**config.mk**
```make
export PLATFORM = sky130hd
export DESIGN_NAME = lni_queue
export DESIGN_NICKNAME = d
export VERILOG_FILES = /design/src/hw/rtl/lni_pkg.sv /design/src/hw/rtl/lni_queue.sv
export VERILOG_INCLUDE_DIRS = /design/src /design/src/hw/rtl
export SDC_FILE = /design/constraint.sdc
export NUM_CORES = 1
export LEC_CHECK = 0
export ABC_AREA = 0
export ABC_CLOCK_PERIOD_IN_PS = 8600
export BUFFER_PORTS_ARGS = -buffer_cell sky130_fd_sc_hd__buf_2
export CORE_MARGIN = 2
export CORE_UTILIZATION = 30
export CTS_BUF_LIST = sky130_fd_sc_hd__clkbuf_16
export DETAILED_ROUTE_END_ITERATION = 8
export GPL_ROUTABILITY_DRIVEN = 0
export GPL_TIMING_DRIVEN = 0
export MAX_ROUTING_LAYER = met4
export PLACE_DENSITY = 0.5
export SLEW_MARGIN = 20
export SYNTH_ARGS = -nofsm -noshare
export SYNTH_HDL_FRONTEND = slang
export SYNTH_SLANG_ARGS = --single-unit
export TNS_END_PERCENT = 10
```
**constraint.sdc**
```tcl
create_clock -name i_clk -period 8.6 [get_ports i_clk]
set_input_delay 0.86 -clock i_clk [delete_from_list [all_inputs] [get_ports i_clk]]
set_output_delay 0.86 -clock i_clk [all_outputs]
set_load 0.01 [all_outputs]
```
**src/hw/rtl/assert_macros.svh**
```systemverilog
// Assertion macros for the RTL of the line intersection block; the queue uses them.
`ifndef ASSERT_MACROS_SVH
`define ASSERT_MACROS_SVH
`ifndef SYNTH
// cond must hold at every clock edge outside reset
`define ASSERT_ALWAYS(lbl, clk, rstn, cond) \
    lbl: assert property (@(posedge clk) disable iff (!rstn) (cond)) \
        else $error("assertion failed");
// when ante holds, cons must hold in the next cycle
`define ASSERT_NEXT(lbl, clk, rstn, ante, cons) \
    lbl: assert property (@(posedge clk) disable iff (!rstn) (ante) |=> (cons)) \
        else $error("assertion failed");
`else
`define ASSERT_ALWAYS(lbl, clk, rstn, cond)
`define ASSERT_NEXT(lbl, clk, rstn, ante, cons)
`endif
`endif

```
**src/hw/rtl/lni_pkg.sv**
```systemverilog
// Shared types and constants of the line intersection block.
package lni_pkg;

    // result outcome codes
    localparam logic [1:0] OUT_MEET     = 2'd0;
    localparam logic [1:0] OUT_PARALLEL = 2'd1;
    localparam logic [1:0] OUT_SKEW     = 2'd2;

    // configuration register indexes
    localparam logic [1:0] CFG_PAR_TOL  = 2'd0;
    localparam logic [1:0] CFG_SKEW_TOL = 2'd1;

    // queue between front and back
    localparam int QDEPTH = 4;
    localparam int QPTR_W = 2;
    localparam int QCNT_W = 3;

    // quotient bits produced by the divider, and the quotient cap
    localparam int QB = 41;
    localparam logic [QB-1:0] QUOT_CAP = {1'b1, {(QB-1){1'b0}}};

    // numerator magnitude width
    localparam int NMAG_W = 67;

    // one input item: two lines, point and direction
    typedef struct packed {
        logic [2:0][15:0] p;
        logic [2:0][15:0] v;
        logic [2:0][15:0] q;
        logic [2:0][15:0] u;
    } t_lines;

    // classified item handed from front to back
    typedef struct packed {
        logic [1:0]        outcome;
        logic [NMAG_W-1:0] nmag;
        logic              nneg;
        logic [63:0]       den;
        logic [2:0][15:0]  p;
        logic [2:0][15:0]  v;
    } t_work;

endpackage

```
**src/hw/rtl/lni_queue.sv**
```systemverilog
// Short queue of classified items between the front and the back.
`include "assert_macros.svh"

module lni_queue (
    input  logic            i_clk,
    input  logic            i_rst_n,
    input  logic            i_push,
    input  lni_pkg::t_work  i_wr_data,
    output logic            o_full,
    input  logic            i_pop,
    output lni_pkg::t_work  o_rd_data,
    output logic            o_empty
);

    lni_pkg::t_work r_mem [lni_pkg::QDEPTH];
    logic [lni_pkg::QPTR_W-1:0] r_wr, r_rd;
    logic [lni_pkg::QCNT_W-1:0] r_count;

    assign o_full    = (r_count == lni_pkg::QCNT_W'(lni_pkg::QDEPTH));
    assign o_empty   = (r_count == '0);
    assign o_rd_data = r_mem[r_rd];

    // storage
    always_ff @(posedge i_clk) begin
        if (i_push) begin
            r_mem[r_wr] <= i_wr_data;
        end
    end

    // pointers and fill count
    always_ff @(posedge i_clk) begin
        if (!i_rst_n) begin
            r_wr    <= '0;
            r_rd    <= '0;
            r_count <= '0;
        end else begin
            if (i_push) r_wr <= r_wr + 1'b1;
            if (i_pop)  r_rd <= r_rd + 1'b1;
            if (i_push && !i_pop) begin
                r_count <= r_count + 1'b1;
            end else if (!i_push && i_pop) begin
                r_count <= r_count - 1'b1;
            end
        end
    end

    `ASSERT_ALWAYS(a_no_overflow, i_clk, i_rst_n, !(i_push && o_full))
    `ASSERT_ALWAYS(a_no_underflow, i_clk, i_rst_n, !(i_pop && o_empty))
    `ASSERT_ALWAYS(a_count_range, i_clk, i_rst_n, r_count <= lni_pkg::QCNT_W'(lni_pkg::QDEPTH))
    `ASSERT_NEXT(a_count_up, i_clk, i_rst_n, i_push && !i_pop, r_count == $past(r_count) + 1'b1)

endmodule

```
==> flow_summary.toml <==
[status]
outcome = "finished clean"

[setup_path]
timing.critical_path.slowest_stage_cell = "clkbuf_1"
cp_slowest_stage_delay_ns = 0.77
regToRegSetupSlack_ns = 6.00
crit_required_ns = 7.74
crit_path_end_kind = "primary output"
setup.worst_path.class = "reg -> out"
critical_path.max_fanout = 11
critPathLaunchType = "flip-flop"
crit_arrival_ns = 2.94
crit_path_cell_trace = "buf_2, clkbuf_1, buf_2, mux4_2, buf_2"
crit_top_cell = "buf_2"

[flow_run]
max_cap_viol_count = 0

[placement]
dp_cells = 3234
dp.final_hpwl_um = 49100
place.port_buffers = 465
placed_area_sq_mm = 0.0387

[die]
core_region_area_sq_mm = 0.112
floorplan.die.width_um = 340
core.rowCount = 123
initial_core_util_pct = 30.2
die_y_um = 340
io_count = 466
dieArea_sq_mm = 0.116

[timing]
max-slew-margin-rel_pct = 32.5
final_hold_slack_ns = 0.392
final_period_minus_worst_setup_slack_ns = 3.80
setup_violations = 0
fin_setup_tns_ns = 0
unrepaired_setup_endpoints_after_global_routing = "no"
clock.fmax_mhz = 263
timing_max_transition_violations_final = 0
actual_transition_at_the_worst_max_transition_pin_ns = 1.01
finClkSkew_ns = 0.0204
finalHoldViolations = 0
final_period_util_pct = 44.2

[synthesis]
post_synth_num_cell_types = 22
synth_area_leaders = "edfxtp_1, mux4_2, buf_12"
synth_top_cell_by_area = "edfxtp_1"
ys_seq_area_share_pct = 82.1
synthesis.yosys.warnings = 0
synth.top_cell.area_share_pct = 81.6
postSynthAreaPerCell_sq_um = 27.2
syn-num-nets = 1485
post_synth_instance_area_sq_mm = 0.0338
postSynthCellCount = 1245
synth_seq_cells = 929

[pwr]
max-vdd-ir-drop_mv = 0.166
clock_power_share_pct = 39.2
p_int_w = 0.00801
power.share.switching_pct = 22.7
p_seq_share_pct = 50.6
power.density_cell_area_mw_per_mm2 = 248
pwr-share-comb_pct = 10.2
leakage_nw = 13.9
p_sw_w = 0.00236

[cts]
cts-buffers-inserted = 100
htree_num_levels = 3
clk_root_buffer_cell = "clkbuf_16"
tritoncts = "yes"
cts_hold_buffers = 0
cts_resized = 0
cts-root-to-sink-buffers = 3
clock_sinks = 929
postCtsSetupBuffers = 0
clock_insertion_delay_worst_skew_ns = 0.66
clk_pin_slew_worst_paths_ns = 0.06

[hold_path]
worst_hold_path_type = "in -> reg"

[cells_and_area]
utilization_after_layout_pct = 37.3
finalNetCount = 2076
layout.cells.most_common = "edfxtp_1"
layout-area-overhead-vs-synth_pct = 23.7
layout.cells.non_filler = 3436
final_cell_mix = "edfxtp_1, buf_2, mux4_2"
post_route_cells_drive_above_1_share_pct = 47.8
design_area_sq_mm = 0.0419

[routing]
routed_wirelength_um = 74300
final_antenna_net_count = 0
drtPass1Iterations = 5
drt_iter0_drc = 900
detail_route.wl_per_cell_um = 21.6
via_count = 15266
drc_errors = 0
vias_per_cell = 4.44

[global_route]
via_count_of_the_first_global_routing_pass = 16527
global_route.overflow_total = 0
pin_count_of_the_biggest_net_entering_global_routing = 44
grt_pass1_wl_um = 109000
number_of_antenna_violations_at_the_first_check_in_global_routing = 15
grt_util_all_layers_pct = 13.1
cells by family (layout without fill, tap and decap cells):
family                     after synthesis  after routing  share of synthesized area [%]
DFF                                    929            929                           82.1
buffers and inverters                   56            727                           1.81
other                                    0             20                              0
adders and majority gates                6              6                          0.244
AOI/OAI and AO/OA                        2              2                         0.0370
xor gates and xnor gates                 5              5                          0.129
and+or+nand+nor                         15             15                          0.270
muxes                                  232            232                           15.4
cell type report:
| class | instances | area (sq um) |
|---|---|---|
| Tap cell | 1500 | 1880 |
| Multi-Input combinational cell | 260 | 5440 |
| Buffer | 52 | 599 |
| Inverter | 4 | 15.0 |
| Sequential cell | 929 | 27800 |
| Clock buffer | 101 | 2530 |
| Clock inverter | 81 | 634 |
| Timing Repair Buffer | 489 | 2930 |
| Antenna cell | 20 | 50.0 |
| Fill cell | 10222 | 70300 |
synthesized netlist by cell type:
cell,count
nor3b_1,1
mux2i_1,2
inv_1,4
edfxtp_1,920
a21boi_0,1
buf_4,3
dfxtp_1,9
o21ai_0,1
buf_12,22
ha_1,5
buf_6,1
nor3_1,1
fa_1,1
mux4_2,230
nand2_1,1
buf_2,21
xnor2_1,2
clkbuf_1,5
xor2_1,3
nor2b_1,2
or3_1,1
and2_1,9
critical path: cells and delay by family (launching register included):
| family | cells | cell delay [ns] |
|---|---|---|
| multiplexers | 1 | 0.39 |
| buffers and inverters | 4 | 1.57 |
| flip-flops | 1 | 0.30 |
sequential cells by signal, indices dropped and copies added (netlist names), named ones only:
| signal | cells |
|---|---|
| r_mem | 920 |
| r_count | 3 |
| r_rd | 2 |
| r_wr | 2 |
metal layers:
metal  routed length (um)  GRT usage [%]  share of wire (%)
met1                30000           15.6                 40
met2                36800           21.2                 50
met3                 5500           4.25                7.4
met4                 1950           4.27                2.6
met5                    0              -                  0
path summary, 6_finish.rpt:
path,from,to,cells past startpoint
min reg2reg,r_count[2]$_SDFFE_PN0P_,r_count[2]$_SDFFE_PN0P_,2
min,i_wr_data[6],r_mem[0][6]$_DFFE_PP_,1
max reg2reg,r_wr[0]$_SDFFE_PN0P_,r_mem[3][55]$_DFFE_PP_,6
max,flip-flop,o_rd_data[208],5
power groups by stage:
stage	Clock (W)	Sequential, W	Combinational (W)
final	0.00407	0.00525	0.00106
after global routing	0.00437	0.00526	0.00114
after CTS	0.00422	0.00525	0.00109
after detailed placement	0	0.00534	0.00109
after global placement	0	0.00544	0.00104
after floorplan	0	0.00538	0.000589
through the flow:
stage / setup WS (ns) / total power, W
3_5_place_dp: 5.32 / 0.00643
6_report: 4.80 / 0.0104
3_3_place_gp: -3.37 / 0.00647
2_1_floorplan: 1.92 / 0.00597
4_1_cts: 4.54 / 0.0106
5_1_grt: 4.58 / 0.0108
No activity file was read; power rests on OpenSTA's default activity.
